**src/hdl/bezs_pkg.sv**
```systemverilog
// Shared types and constants for the Bezier surface evaluator.
// No dependencies; imported by bezs_div, bezs_lerp, the top level and the testbench.
`timescale 1ns / 1ps
`default_nettype none

package bezs_pkg;

   // Build defaults
   localparam int MAX_DEGREE_DEF  = 3;
   localparam int COORD_WIDTH_DEF = 32;

   // Fixed field widths
   localparam int DEG_W   = 2;
   localparam int STEP_W  = 11;
   localparam int IDX_IN_W = 2;
   localparam int OUT_W   = 32;
   localparam int T_W     = 17;                // Q1.16 parameter, 0..65536
   localparam int FRAC_W  = 16;
   localparam int NUM_W   = STEP_W + FRAC_W;   // divider numerator
   localparam int NUM_COORD = 3;
   localparam int ADDR_W  = 4;
   localparam int DATA_W  = 32;

   localparam logic [STEP_W-1:0] MAX_STEPS = 11'd1024;

   // Input operation codes
   localparam logic OP_LOAD = 1'b0;
   localparam logic OP_EVAL = 1'b1;

   // Register indexes (word address)
   localparam logic [1:0] REG_U_DEGREE   = 2'd0;
   localparam logic [1:0] REG_V_DEGREE   = 2'd1;
   localparam logic [1:0] REG_GRID_STEPS = 2'd2;

   localparam logic [1:0] COORD_LAST = 2'd2;

   typedef enum logic [2:0] {
      ST_IDLE,
      ST_DIV_U,
      ST_DIV_V,
      ST_RD,
      ST_RD_WAIT,
      ST_MUL,
      ST_ADD,
      ST_OUT
   } state_type;

endpackage

`default_nettype wire

```
**src/hdl/bezs_ram.sv**
```systemverilog
// Generic single-write, single-read RAM with registered read data.
// No dependencies.
`timescale 1ns / 1ps
`default_nettype none

module bezs_ram #(
   parameter int WIDTH = 96,
   parameter int DEPTH = 16
) (
   input  wire logic                     clock,
   input  wire logic                     we,
   input  wire logic [$clog2(DEPTH)-1:0] waddr,
   input  wire logic [WIDTH-1:0]         wdata,
   input  wire logic [$clog2(DEPTH)-1:0] raddr,
   output logic      [WIDTH-1:0]         rdata
);

   logic [WIDTH-1:0] mem_ff [DEPTH];

   // Write port and registered read port
   always_ff @(posedge clock) begin
      if (we) begin
         mem_ff[waddr] <= wdata;
      end
      rdata <= mem_ff[raddr];
   end

endmodule

`default_nettype wire

```
**src/hdl/bezs_div.sv**
```systemverilog
// Restoring divider, one quotient bit per cycle, for the Q1.16 parameter.
// Depends on bezs_pkg.
`timescale 1ns / 1ps
`default_nettype none

module bezs_div (
   input  wire logic                        clock,
   input  wire logic                        reset,
   input  wire logic                        start,
   input  wire logic [bezs_pkg::NUM_W-1:0]  num,
   input  wire logic [bezs_pkg::STEP_W-1:0] den,
   output logic      [bezs_pkg::T_W-1:0]    quo,
   output logic                             done
);
   import bezs_pkg::*;

   localparam int CNT_W = $clog2(NUM_W);

   logic             busy_ff, busy_in;
   logic             done_ff, done_in;
   logic [CNT_W-1:0] cnt_ff, cnt_in;
   logic [NUM_W-1:0] num_ff, num_in;
   logic [NUM_W-1:0] quo_ff, quo_in;
   logic [STEP_W:0]  rem_ff, rem_in;
   logic [STEP_W:0]  rem_sh;
   logic             fits;

   // One restoring step
   always_comb begin
      rem_sh = {rem_ff[STEP_W-1:0], num_ff[NUM_W-1]};
      fits   = rem_sh >= {1'b0, den};
   end

   always_comb begin
      busy_in = busy_ff;
      done_in = 1'b0;
      cnt_in  = cnt_ff;
      num_in  = num_ff;
      quo_in  = quo_ff;
      rem_in  = rem_ff;
      if (start) begin
         busy_in = 1'b1;
         cnt_in  = '0;
         num_in  = num;
         rem_in  = '0;
         quo_in  = '0;
      end else if (busy_ff) begin
         num_in = {num_ff[NUM_W-2:0], 1'b0};
         quo_in = {quo_ff[NUM_W-2:0], fits};
         rem_in = fits ? (rem_sh - {1'b0, den}) : rem_sh;
         cnt_in = cnt_ff + 1'b1;
         if (cnt_ff == CNT_W'(NUM_W - 1)) begin
            busy_in = 1'b0;
            done_in = 1'b1;
         end
      end
   end

   always_ff @(posedge clock) begin
      if (reset) begin
         busy_ff <= 1'b0;
         done_ff <= 1'b0;
         cnt_ff  <= '0;
      end else begin
         busy_ff <= busy_in;
         done_ff <= done_in;
         cnt_ff  <= cnt_in;
      end
      num_ff <= num_in;
      quo_ff <= quo_in;
      rem_ff <= rem_in;
   end

   assign quo  = quo_ff[T_W-1:0];
   assign done = done_ff;

endmodule

`default_nettype wire

```
**src/hdl/bezs_lerp.sv**
```systemverilog
// Shared fixed-point lerp: a registered multiply stage, then round and add.
// Depends on bezs_pkg.
`timescale 1ns / 1ps
`default_nettype none

module bezs_lerp #(
   parameter int COORD_WIDTH = bezs_pkg::COORD_WIDTH_DEF
) (
   input  wire logic                          clock,
   input  wire logic                          en,
   input  wire logic signed [COORD_WIDTH-1:0] a,
   input  wire logic signed [COORD_WIDTH-1:0] b,
   input  wire logic [bezs_pkg::T_W-1:0]      t,
   output logic signed [COORD_WIDTH-1:0]      res
);
   import bezs_pkg::*;

   localparam int CW = COORD_WIDTH;
   localparam int PW = CW + 1 + FRAC_W;

   logic signed [CW:0]   diff;
   logic [CW:0]          mag;
   logic [PW-1:0]        prod;

   logic [PW-1:0]        prod_ff;
   logic                 neg_ff;
   logic                 one_ff;
   logic signed [CW-1:0] a_ff;
   logic signed [CW-1:0] b_ff;

   logic [PW-1:0]        rnd;
   logic signed [CW+1:0] step;
   logic signed [CW+1:0] sum;

   // Stage 1: magnitude of the difference times t
   always_comb begin
      diff = (CW+1)'(b) - (CW+1)'(a);
      mag  = diff[CW] ? (CW+1)'(-diff) : (CW+1)'(diff);
      prod = PW'(mag) * PW'(t[FRAC_W-1:0]);
   end

   always_ff @(posedge clock) begin
      if (en) begin
         prod_ff <= prod;
         neg_ff  <= diff[CW];
         one_ff  <= t[T_W-1];
         a_ff    <= a;
         b_ff    <= b;
      end
   end

   // Stage 2: round half away from zero and apply the step
   always_comb begin
      rnd  = prod_ff + PW'(1 << (FRAC_W - 1));
      step = (CW+2)'(rnd[PW-1:FRAC_W]);
      sum  = neg_ff ? ((CW+2)'(a_ff) - step) : ((CW+2)'(a_ff) + step);
      res  = one_ff ? b_ff : sum[CW-1:0];
   end

endmodule

`default_nettype wire

```
**src/hdl/bezier_surface_evaluator_top.sv**
```systemverilog
// Top level of the Bezier surface evaluator: APB registers, sequencer, grid RAM.
// Depends on bezs_pkg, bezs_ram, bezs_div, bezs_lerp.
//
// Usage:
//   Input channel: an item transfers at a rising edge with start high and busy
//   low. req_op = load writes one control point (req_row, req_col, req_in_*)
//   into the grid RAM in that cycle; no result, busy stays low.
//   req_op = evaluate computes the surface point at (req_grid_u, req_grid_v);
//   busy is high until the result has been presented.
//   Result channel: rsp_valid pulses for one cycle with rsp_out_x/y/z. The
//   receiver cannot stall; the result must be taken in that cycle.
//   An evaluate runs the two parameter divisions (one quotient bit per cycle),
//   then per coordinate reads each row of control points and reduces it along
//   v, then reduces the row points along u, all lerps on the single shared
//   multiplier; then the result is presented.
//   Registers (APB, word address): 0 u_degree, 1 v_degree, 2 grid_steps;
//   write only while idle. Reset restores degrees 3/3 and grid_steps 16;
//   the control grid is undefined until loaded.
`timescale 1ns / 1ps
`default_nettype none

module bezier_surface_evaluator_top #(
   parameter int MAX_DEGREE  = bezs_pkg::MAX_DEGREE_DEF,
   parameter int COORD_WIDTH = bezs_pkg::COORD_WIDTH_DEF
) (
   input  wire logic                          clock,
   input  wire logic                          reset,
   // command channel
   input  wire logic                          start,
   output logic                               busy,
   input  wire logic                          req_op,
   input  wire logic [bezs_pkg::IDX_IN_W-1:0] req_row,
   input  wire logic [bezs_pkg::IDX_IN_W-1:0] req_col,
   input  wire logic signed [31:0]            req_in_x,
   input  wire logic signed [31:0]            req_in_y,
   input  wire logic signed [31:0]            req_in_z,
   input  wire logic [bezs_pkg::STEP_W-1:0]   req_grid_u,
   input  wire logic [bezs_pkg::STEP_W-1:0]   req_grid_v,
   // result channel
   output logic                               rsp_valid,
   output logic signed [31:0]                 rsp_out_x,
   output logic signed [31:0]                 rsp_out_y,
   output logic signed [31:0]                 rsp_out_z,
   // register port
   input  wire logic                          psel,
   input  wire logic                          penable,
   input  wire logic                          pwrite,
   input  wire logic [bezs_pkg::ADDR_W-1:0]   paddr,
   input  wire logic [bezs_pkg::DATA_W-1:0]   pwdata,
   output logic      [bezs_pkg::DATA_W-1:0]   prdata,
   output logic                               pready
);
   import bezs_pkg::*;

   localparam int CW    = COORD_WIDTH;
   localparam int SIDE  = MAX_DEGREE + 1;
   localparam int IDX_W = $clog2(SIDE);
   localparam int RA_W  = 2 * IDX_W;
   localparam int DEPTH = 1 << RA_W;
   localparam int RW    = NUM_COORD * CW;

   // ---------------- registers ----------------
   logic [DEG_W-1:0]  u_degree_ff, v_degree_ff;
   logic [STEP_W-1:0] grid_steps_ff;
   logic              wr_en;

   assign pready = 1'b1;
   assign wr_en  = psel && penable && pwrite;

   always_ff @(posedge clock) begin
      if (reset) begin
         u_degree_ff   <= 2'd3;
         v_degree_ff   <= 2'd3;
         grid_steps_ff <= 11'd16;
      end else if (wr_en) begin
         case (paddr[3:2])
            REG_U_DEGREE:   u_degree_ff   <= pwdata[DEG_W-1:0];
            REG_V_DEGREE:   v_degree_ff   <= pwdata[DEG_W-1:0];
            REG_GRID_STEPS: grid_steps_ff <= pwdata[STEP_W-1:0];
            default: ;
         endcase
      end
   end

   // Register read back
   always_comb begin
      case (paddr[3:2])
         REG_U_DEGREE:   prdata = DATA_W'(u_degree_ff);
         REG_V_DEGREE:   prdata = DATA_W'(v_degree_ff);
         REG_GRID_STEPS: prdata = DATA_W'(grid_steps_ff);
         default:        prdata = '0;
      endcase
   end

   // ---------------- helpers ----------------
   function automatic logic [IDX_W-1:0] clamp_deg(input logic [DEG_W-1:0] d);
      logic [IDX_W-1:0] r;
      if (d == '0) r = IDX_W'(1);
      else if (32'(d) > 32'(MAX_DEGREE)) r = IDX_W'(MAX_DEGREE);
      else r = IDX_W'(d);
      return r;
   endfunction

   function automatic logic signed [CW-1:0] sat_load(input logic signed [31:0] x);
      logic signed [63:0] v, hi, lo;
      logic signed [CW-1:0] r;
      v  = 64'(x);
      hi = (64'sd1 <<< (CW - 1)) - 64'sd1;
      lo = -hi - 64'sd1;
      if (v > hi) r = hi[CW-1:0];
      else if (v < lo) r = lo[CW-1:0];
      else r = v[CW-1:0];
      return r;
   endfunction

   function automatic logic signed [31:0] sat_out(input logic signed [CW-1:0] x);
      logic signed [63:0] v;
      logic signed [31:0] r;
      v = 64'(x);
      if (v > 64'sd2147483647) r = 32'sh7FFFFFFF;
      else if (v < -64'sd2147483648) r = 32'sh80000000;
      else r = v[31:0];
      return r;
   endfunction

   // ---------------- command decode ----------------
   state_type state_ff, state_in;
   logic      accept, is_eval, load_ok;
   logic [STEP_W-1:0] steps_eff, gu_sat, gv_sat;
   logic [NUM_W-1:0]  num_u, num_v;

   assign busy    = (state_ff != ST_IDLE);
   assign accept  = start && !busy;
   assign is_eval = (req_op == OP_EVAL);
   assign load_ok = (32'(req_row) <= 32'(MAX_DEGREE)) && (32'(req_col) <= 32'(MAX_DEGREE));

   // Effective step count and saturated indices
   always_comb begin
      if (grid_steps_ff == '0) steps_eff = STEP_W'(1);
      else if (grid_steps_ff > MAX_STEPS) steps_eff = MAX_STEPS;
      else steps_eff = grid_steps_ff;
      gu_sat = (req_grid_u > steps_eff) ? steps_eff : req_grid_u;
      gv_sat = (req_grid_v > steps_eff) ? steps_eff : req_grid_v;
      num_u  = {gu_sat, FRAC_W'(0)} + NUM_W'(steps_eff >> 1);
      num_v  = {gv_sat, FRAC_W'(0)} + NUM_W'(steps_eff >> 1);
   end

   // ---------------- grid RAM ----------------
   logic [RA_W-1:0] ram_waddr, ram_raddr;
   logic [RW-1:0]   ram_wdata, ram_rdata;
   logic            ram_we;

   assign ram_we    = accept && !is_eval && load_ok;
   assign ram_waddr = {IDX_W'(req_row), IDX_W'(req_col)};
   assign ram_wdata = {sat_load(req_in_z), sat_load(req_in_y), sat_load(req_in_x)};

   bezs_ram #(
      .WIDTH (RW),
      .DEPTH (DEPTH)
   ) u_ram (
      .clock (clock),
      .we    (ram_we),
      .waddr (ram_waddr),
      .wdata (ram_wdata),
      .raddr (ram_raddr),
      .rdata (ram_rdata)
   );

   // ---------------- parameter divider ----------------
   logic [NUM_W-1:0]  num_v_ff, num_v_in;
   logic [STEP_W-1:0] den_ff, den_in;
   logic              div_start, div_done;
   logic [NUM_W-1:0]  div_num;
   logic [STEP_W-1:0] div_den;
   logic [T_W-1:0]    div_quo;

   assign div_start = (accept && is_eval) || (state_ff == ST_DIV_U && div_done);
   assign div_num   = (state_ff == ST_IDLE) ? num_u : num_v_ff;
   assign div_den   = (state_ff == ST_IDLE) ? steps_eff : den_ff;

   bezs_div u_div (
      .clock (clock),
      .reset (reset),
      .start (div_start),
      .num   (div_num),
      .den   (div_den),
      .quo   (div_quo),
      .done  (div_done)
   );

   // ---------------- lerp unit ----------------
   logic signed [CW-1:0] q_ff [SIDE];
   logic signed [CW-1:0] q_in [SIDE];
   logic signed [CW-1:0] rp_ff [SIDE];
   logic signed [CW-1:0] rp_in [SIDE];
   logic [T_W-1:0]       tu_ff, tu_in, tv_ff, tv_in;
   logic                 phase_v_ff, phase_v_in;
   logic                 lerp_en;
   logic signed [CW-1:0] lerp_res;

   assign lerp_en = (state_ff == ST_MUL);

   bezs_lerp #(
      .COORD_WIDTH (CW)
   ) u_lerp (
      .clock (clock),
      .en    (lerp_en),
      .a     (q_ff[0]),
      .b     (q_ff[1]),
      .t     (phase_v_ff ? tv_ff : tu_ff),
      .res   (lerp_res)
   );

   // ---------------- sequencer counters ----------------
   logic [IDX_W-1:0] ud_ff, ud_in, vd_ff, vd_in;
   logic [IDX_W-1:0] i_ff, i_in, k_ff, k_in, r_ff, r_in, j_ff, j_in;
   logic [1:0]       c_ff, c_in;
   logic signed [31:0] res_ff [NUM_COORD];
   logic signed [31:0] res_in [NUM_COORD];
   logic [IDX_W-1:0] deg, lvl_top;
   logic             lvl_last, phase_last, row_last, coord_last, load_last;

   assign deg        = phase_v_ff ? vd_ff : ud_ff;
   assign lvl_top    = IDX_W'(deg - r_ff);
   assign lvl_last   = (j_ff == lvl_top);
   assign phase_last = (r_ff == deg);
   assign row_last   = (i_ff == ud_ff);
   assign coord_last = (c_ff == COORD_LAST);
   assign load_last  = (k_ff == vd_ff);
   assign ram_raddr  = {i_ff, k_ff};

   // Next state
   always_comb begin
      state_in = state_ff;
      case (state_ff)
         ST_IDLE:    if (accept && is_eval) state_in = ST_DIV_U;
         ST_DIV_U:   if (div_done) state_in = ST_DIV_V;
         ST_DIV_V:   if (div_done) state_in = ST_RD;
         ST_RD:      state_in = ST_RD_WAIT;
         ST_RD_WAIT: state_in = load_last ? ST_MUL : ST_RD;
         ST_MUL:     state_in = ST_ADD;
         ST_ADD: begin
            if (lvl_last && phase_last) begin
               if (phase_v_ff) state_in = row_last ? ST_MUL : ST_RD;
               else state_in = coord_last ? ST_OUT : ST_RD;
            end else begin
               state_in = ST_MUL;
            end
         end
         ST_OUT:     state_in = ST_IDLE;
         default:    state_in = ST_IDLE;
      endcase
   end

   // Datapath and counter updates
   always_comb begin
      tu_in      = tu_ff;
      tv_in      = tv_ff;
      num_v_in   = num_v_ff;
      den_in     = den_ff;
      ud_in      = ud_ff;
      vd_in      = vd_ff;
      i_in       = i_ff;
      k_in       = k_ff;
      r_in       = r_ff;
      j_in       = j_ff;
      c_in       = c_ff;
      phase_v_in = phase_v_ff;
      q_in       = q_ff;
      rp_in      = rp_ff;
      res_in     = res_ff;
      case (state_ff)
         ST_IDLE: begin
            if (accept && is_eval) begin
               num_v_in = num_v;
               den_in   = steps_eff;
               ud_in    = clamp_deg(u_degree_ff);
               vd_in    = clamp_deg(v_degree_ff);
            end
         end
         ST_DIV_U: begin
            if (div_done) tu_in = div_quo;
         end
         ST_DIV_V: begin
            if (div_done) begin
               tv_in      = div_quo;
               c_in       = '0;
               i_in       = '0;
               k_in       = '0;
               phase_v_in = 1'b1;
            end
         end
         ST_RD_WAIT: begin
            q_in[k_ff] = ram_rdata[c_ff*CW +: CW];
            if (load_last) begin
               r_in = IDX_W'(1);
               j_in = '0;
            end else begin
               k_in = k_ff + 1'b1;
            end
         end
         ST_ADD: begin
            // Queue shifts past consumed points; new point goes to the level tail
            if (lvl_last) begin
               for (int n = 0; n < SIDE - 2; n++) q_in[n] = q_ff[n+2];
               q_in[lvl_top] = lerp_res;
               r_in = r_ff + 1'b1;
               j_in = '0;
            end else begin
               for (int n = 0; n < SIDE - 1; n++) q_in[n] = q_ff[n+1];
               q_in[IDX_W'(lvl_top + 1'b1)] = lerp_res;
               j_in = j_ff + 1'b1;
            end
            if (lvl_last && phase_last) begin
               if (phase_v_ff) begin
                  rp_in[i_ff] = lerp_res;
                  if (row_last) begin
                     // Row points become the column to reduce along u
                     for (int n = 0; n < SIDE; n++) q_in[n] = rp_ff[n];
                     q_in[i_ff] = lerp_res;
                     phase_v_in = 1'b0;
                     r_in       = IDX_W'(1);
                     j_in       = '0;
                  end else begin
                     i_in = i_ff + 1'b1;
                     k_in = '0;
                  end
               end else begin
                  res_in[c_ff] = sat_out(lerp_res);
                  c_in       = c_ff + 1'b1;
                  i_in       = '0;
                  k_in       = '0;
                  phase_v_in = 1'b1;
               end
            end
         end
         default: ;
      endcase
   end

   always_ff @(posedge clock) begin
      if (reset) begin
         state_ff <= ST_IDLE;
      end else begin
         state_ff <= state_in;
      end
      tu_ff      <= tu_in;
      tv_ff      <= tv_in;
      num_v_ff   <= num_v_in;
      den_ff     <= den_in;
      ud_ff      <= ud_in;
      vd_ff      <= vd_in;
      i_ff       <= i_in;
      k_ff       <= k_in;
      r_ff       <= r_in;
      j_ff       <= j_in;
      c_ff       <= c_in;
      phase_v_ff <= phase_v_in;
      q_ff       <= q_in;
      rp_ff      <= rp_in;
      res_ff     <= res_in;
   end

   // Result strobe
   assign rsp_valid = (state_ff == ST_OUT);
   assign rsp_out_x = res_ff[0];
   assign rsp_out_y = res_ff[1];
   assign rsp_out_z = res_ff[2];

endmodule

`default_nettype wire

```
**config.mk**
```make
export PLATFORM = sky130hd
export DESIGN_NAME = bezier_surface_evaluator_top
export DESIGN_NICKNAME = d
export VERILOG_FILES = /design/src/hdl/bezs_pkg.sv /design/src/hdl/bezs_ram.sv /design/src/hdl/bezs_div.sv /design/src/hdl/bezs_lerp.sv /design/src/hdl/bezier_surface_evaluator_top.sv
export SDC_FILE = /design/constraint.sdc
export NUM_CORES = 2
export LEC_CHECK = 0
export BUFFER_PORTS_ARGS = -buffer_cell sky130_fd_sc_hd__buf_2
export CAP_MARGIN = 30
export CORE_ASPECT_RATIO = 1.75
export CORE_MARGIN = 2
export CORE_UTILIZATION = 61
export CTS_CLUSTER_DIAMETER = 30
export DETAILED_ROUTE_END_ITERATION = 8
export GPL_TIMING_DRIVEN = 0
export PLACE_DENSITY = 0.77
export SYNTH_ARGS = -nofsm -noshare
export SYNTH_HDL_FRONTEND = slang
export SYNTH_HIERARCHICAL = 1
export SYNTH_SLANG_ARGS = --single-unit
```
**constraint.sdc**
```tcl
create_clock -name clock -period 13.8 [get_ports clock]
set_clock_uncertainty 0.2 [all_clocks]
set_input_delay 0.69 -clock clock [delete_from_list [all_inputs] [get_ports clock]]
set_output_delay 0.69 -clock clock [all_outputs]
set_load 0.01 [all_outputs]
```
; Yosys cells after proc, flatten, opt, wreduce, memory -nomap -nowiden
; Memory sizes are Yosys's and may differ from the RTL's. A register that Yosys moved wholly into a read port is not among the register bits.
; Index checks and enable logic that the tools add are counted.
[word_totals]
ramBits = 1536
wordCells = 241
mem_count = 1
out_inout_bits = 131
register_bits = 633
input_bits = 165
[classes]
multipliers = 1
addsub = 16
n_lt_le_gt_ge = 22
n_reduce_logical = 41
eq_ne = 23
mux = 91
n_bitwise = 7
shift = 1
[mem_list]
columns = memory, words, width, read_ports, rd_clocked_by_memory_dff, write_ports, line
row1 = u_ram.mem_ff, 16, 96, 1, 1, 1, bezs_ram.sv:18  ; logic [WIDTH-1:0] mem_ff [DEPTH];
[ops]
columns = op, n
row1 = $mux W32, 18
row2 = $bwmux W128, 4
row3 = $mux W128, 4
row4 = $demux W32 S2, 5
row5 = $pmux W128 S2, 1
row6 = $gt A32 B32 Y1 const B, 4
row7 = $lt A32 B32 Y1 const B, 4
row8 = $bwmux W96, 1
row9 = $shiftx A96 B8 Y32, 1
row10 = $mux W27, 3
row11 = $mux W11, 6
row12 = $add A27 B10 Y27, 2
row13 = $add A48 B16 Y48 const B, 1
row14 = $mul A33 B16 Y48, 1
row15 = $mux W2, 21
row16 = $mux W33, 1
row17 = $neg A33 Y33, 1
row18 = $pmux W11 S3, 1
row19 = $sub A32 B32 Y33, 1
row20 = $add A32 B32 Y32, 1
row21 = $sub A32 B32 Y32, 1
row22 = $mux W3, 8
row23 = $pmux W3 S8, 1
row24 = $gt A11 B11 Y1, 2
row25 = other kinds (39), 109

; Depth between registers and ports, before layout
[logic_depth]
word_depth = 14
ltp_mapped = 41
mapped_depth_nobuf = 38

; Modules after synthesis
; The synthesis kept the hierarchy.
[modules_own_cells]
columns = mod, seq_area_each_um2, cells_each, instances, area_per_inst_um2
row1 = bezs_ram, 48046.1, 2460, 1, 59355.7
row2 = bezs_lerp, 2972.9, 2966, 1, 25622.1
row3 = bezier_surface_evaluator_top, 13062.5, 2140, 1, 23832.9
row4 = bezs_div, 1511.4, 273, 1, 3090.5

; Least setup slack after synthesis
; No wires, ideal clock.
[synth_path]
path_type = register -> register
from = reg q_ff[96] (netlist bit)
to = reg u_lerp.prod_ff[41] (data pin)
setup_ns = 0.258
stages_incl_launch_ff = 38
synth_period_minus_slack_ns = 9.594
path_buffers = 2
required_time_ns = 13.342
setup_slack_ns = 4.206
arrival_time_ns = 9.136
cell_sequence = edfxtp_1 > ha_1 > fa_1 > nor2b_1 > o31a_1 > o21ai_2 > a21oi_1 > mux2_2 > a2bb2oi_1 > nand4_1 > or3b_4 > and2_1 > xnor2_2 > buf_4 > nand2_1 > fa_1 > fa_1 > fa_1 > (+2 left out) > fa_1 > inv_1 > fa_1 > inv_1 > ha_1 > clkbuf_1 > a21o_1 > a21o_1 > a21oi_1 > o221ai_1 > a21o_1 > a21oi_1 > nor2_1 > a211oi_1 > o41ai_4 > a2111oi_2 > o41a_1 > xnor2_1
[synth_between]
elab_chain_cells = 4
[synth_lines]
columns = element, line
row1 = start: declaration, bezier_surface_evaluator_top.sv:192  ; logic signed [CW-1:0] q_ff [SIDE];
row2 = start signal: assignment, bezier_surface_evaluator_top.sv:359  ; q_ff <= q_in;
row3 = $sub A32 B32 Y33 (*), bezs_lerp.sv:37  ; diff = (CW+1)'(b) - (CW+1)'(a);
row4 = $neg A33 Y33, bezs_lerp.sv:38  ; mag = diff[CW] ? (CW+1)'(-diff) : (CW+1)'(diff);
row5 = $mux W33 (*), bezs_lerp.sv:38
row6 = $mul A33 B16 Y48 (*), bezs_lerp.sv:39  ; prod = PW'(mag) * PW'(t[FRAC_W-1:0]);
row7 = named net u_lerp.prod[41], bezs_lerp.sv:23  ; logic [PW-1:0] prod;
row8 = end signal: assignment, bezs_lerp.sv:44  ; prod_ff <= prod;
row9 = end: declaration, bezs_lerp.sv:25  ; logic [PW-1:0] prod_ff;
; Mark *: on every way through the listed nets, which the timed path passes. The rest lies on a longest branch.
; A chain may end at the register's enable or synchronous reset.

; Final worst setup path
[layout_path]
from = reg q_ff[64] (netlist bit)
to = reg u_lerp.prod_ff[36] (data pin)
[layout_between]
elab_chain_cells = 4
[layout_lines]
columns = element, line
row1 = $sub A32 B32 Y33 (*), bezs_lerp.sv:37
row2 = named net u_lerp.diff[32], bezs_lerp.sv:21  ; logic signed [CW:0] diff;
row3 = $neg A33 Y33, bezs_lerp.sv:38
row4 = $mux W33 (*), bezs_lerp.sv:38
row5 = $mul A33 B16 Y48 (*), bezs_lerp.sv:39
row6 = named net u_lerp.prod[36], bezs_lerp.sv:23
; Marks and branches as above.

==> results.py <==
metrics = {
    "clocking": {
        "worstSkewPairLatency_ps": 860,
        "clkTransAtPathRegs_ps": 50,
        "cts_buffers": 278,
        "cts_sinks": 2234,
        "cts_tree": "built",
        "cts_buffer_depth": 4,
        "cts_root_buf": "clkbuf_16",
        "h-tree-depth": 5,
    },
    "worst_setup_path": {
        "crit_path_start_kind": "register",
        "r2r_end": "u_lerp/prod_ff[36]",
        "cp.depth": 39,
        "end_kind": "register",
        "critPathMaxStageDelay_ps": 820,
        "critical_path.slowest_cell": "o311ai_2",
        "r2r_setup_slack_ps": 310,
        "path_delay_family": "compound AO/OA/AOI/OAI gates",
        "cp_common_cell": "fa_1",
        "arrival_ps": 13850,
        "r2r_cells": 39,
        "worst-path-buf-inv": 10,
        "crit_type": "register to register",
        "cp_data_required_time_ps": 14150,
        "critPathMaxFanout": 10,
        "regToRegStartpoint": "q_ff[64]",
    },
    "power_and_ir_drop": {
        "ir_drop_uv": 175,
        "p_leak_uw": 0.0463,
        "power.density_mw_per_mm2": 120,
    },
    "synth": {
        "synthesis.area_mm2": 0.112,
        "synth_seq_cells": 2234,
        "ys_warn_count": 6,
        "avgSynthCellArea_um2": 14.3,
        "synth_flop_cell": "edfxtp_1",
        "synthCells": 7839,
        "synth_edf_count": 2085,
        "ys_async_sr_fraction": 0,
        "synth_cell_types": 114,
        "yosysSeqAreaShare": 0.586,
    },
    "die": {
        "initial_core_util": 0.612,
        "dieArea_mm2": 0.187,
        "coreArea_mm2": 0.183,
        "chipHeight_um": 571,
        "core.rowCount": 208,
        "die_width_um": 328,
        "io-pin-count": 296,
    },
    "drt": {
        "dr_total_vias": 73600,
        "wirelength_um": 370000,
        "routed_via_density": 6.59,
        "first_pass_iters": 6,
        "ant_nets": 0,
        "wl_per_cell_um": 33.1,
        "drc_errors": 0,
        "drt_iter0_drc": 7258,
    },
    "placed_design": {
        "place_hpwl_um": 261000,
        "io_buffers": 153,
        "place_congestion": 1.02,
        "dpl_cell_area_mm2": 0.119,
    },
    "global_route": {
        "groute.layer.met2.usage": 0.692,
        "grt-ovfl-total": 0,
        "gr-max-usage-layer": "met2",
        "grt_pass1_wl_um": 529000,
        "grt_usage": 0.398,
        "use_met1": 0.379,
        "use_met3": 0.0784,
        "first_global_vias": 77800,
        "grt_max_degree": 35,
        "antenna_found_initial": 42,
    },
    "cells_and_area": {
        "drive_gt1_frac": 0.193,
        "nets": 9315,
        "fillers": 11600,
        "final_cell_area_mm2": 0.128,
        "syn_to_final_growth_pct": 14.7,
    },
    "sta": {
        "rsz0062_at_grt": "no",
        "maxSlewViolCount": 0,
        "worst_slew_pin_slew_ps": 1140,
        "slew_headroom": 0.242,
        "min_period_ps": 13490,
        "fin_crit_sh": 0.978,
        "fmax_mhz": 74.1,
        "setup-violations-final": 0,
        "hold_viol_final": 0,
        "tns_ps": 0,
    },
    "worst_hold_path": {
        "holdPathEnd": "num_v_ff[26]",
        "hold_depth": 2,
        "hold_class": "primary input to register",
        "hp-start": "req_grid_v[10]",
    },
    "run_status": {
        "outcome": "finished clean",
    },
    "run": {
        "cap_violations": 0,
    },
}
[final cells by class]
cell class / count / area, um^2 / share of cell area
tap: 2415 / 3020 / 0.0236
clock buffer: 320 / 7440 / 0.0580
clock inverter: 182 / 2000 / 0.0156
inverter: 597 / 2240 / 0.0175
sequential: 2234 / 65600 / 0.511
multi-input combinational: 4420 / 41500 / 0.323
antenna: 33 / 82.6 / 0.000644
timing repair buffer: 345 / 3550 / 0.0277
buffer: 614 / 2900 / 0.0226
[kinds of logic after synthesis]
kind of cell / synth area share
AOI/OAI and AO/OA: 0.0727
adders and majority gates: 0.103
buffers and inverters: 0.0459
muxes: 0.105
DFF: 0.586
other: 0.0000671
and+or+nand+nor: 0.0711
xor gates and xnor gates: 0.0164
[how the worst max path moves through the flow]
stage                           start             endpoint
after CTS                    q_ff[64]   u_lerp/prod_ff[36]
after floorplan              q_ff[96]   u_lerp/prod_ff[41]
after detailed placement     q_ff[64]   u_lerp/prod_ff[36]
final                        q_ff[64]   u_lerp/prod_ff[36]
after global placement    state_ff[2]  u_ram/mem_ff[0][89]
after global routing         q_ff[64]   u_lerp/prod_ff[46]
[report_power, final]
| part | switching [uW] | internal [uW] |
|---|---|---|
| clock | 3080 | 4360 |
| sequential | 31.9 | 7440 |
| combinational | 288 | 179 |
| total | 3400 | 12000 |
[state kept, by name, summed over array words and instances, names as in the netlist, 10 cells and up]
register        flops
den_ff             10
grid_steps_ff      11
num_v_ff           12
q_ff              128
rp_ff             128
rsp_out_x          32
rsp_out_y          32
rsp_out_z          32
tu_ff              17
tv_ff              17
u_div/num_ff       27
u_div/quo_ff       17
u_div/rem_ff       11
u_lerp/a_ff        32
u_lerp/b_ff        32
u_lerp/prod_ff     33
u_ram/mem_ff     1536
u_ram/rdata        96
[timing repair]
action / CTS / global route
setup buffers: 0 / 0
endpoints found under the hold margin: 14 / 0
gates resized for setup: 0 / 0
hold buffers: 12 / 0
[through the flow]
step	util	power [uW]	cells	worst slack [ps]	hold slack, ps
4_1_cts	0.700	15400	11100	727	53.2
6_report	0.701	15400	11200	307	79.0
3_3_place_gp	0.633	8040	10400	-5050	232
5_1_grt	0.701	15700	11100	365	78.3
3_5_place_dp	0.648	8070	10600	829	234
2_1_floorplan	-	7930	7865	4210	225
[Yosys cell counts, types with 60 or more instances]
cell type / count / share of area
inv_1: 594 / 0.020
o221ai_1: 98 / 0.0077
o21ai_1: 93 / 0.0042
mux4_2: 384 / 0.077
xor2_1: 73 / 0.0057
ha_1: 227 / 0.025
mux2_2: 214 / 0.022
fa_1: 433 / 0.077
clkbuf_1: 390 / 0.013
and2_1: 222 / 0.012
nor3_1: 60 / 0.0027
nor2_1: 375 / 0.013
mux2i_1: 63 / 0.0056
edfxtp_1: 2085 / 0.56
o21ai_0: 196 / 0.0088
buf_2: 68 / 0.0030
dfxtp_1: 149 / 0.027
a21oi_1: 149 / 0.0067
a22oi_1: 289 / 0.019
nand3_1: 69 / 0.0031
xnor2_1: 128 / 0.010
nand2_1: 703 / 0.024
buf_4: 61 / 0.0041
[metal layers]
layer | wire, um | part of all wire | vias up
met5 | 195 | 0.00053 | -
met4 | 47400 | 0.13 | 30
met3 | 30100 | 0.081 | 1856
met2 | 189000 | 0.51 | 4945
met1 | 103000 | 0.28 | 36600
li1 | - | - | 30200
[cells in the final DEF, fill, tap and decap left out, drive strengths merged, types with 289 or more instances in the layout]
cell type / count
a22oi: 289
buf: 554
clkbuf: 713
edfxtp: 2085
fa: 433
inv: 659
mux4: 384
nand2: 703
nor2: 378
o21ai: 292
Note: power is estimated with default switching activity, not from simulation.
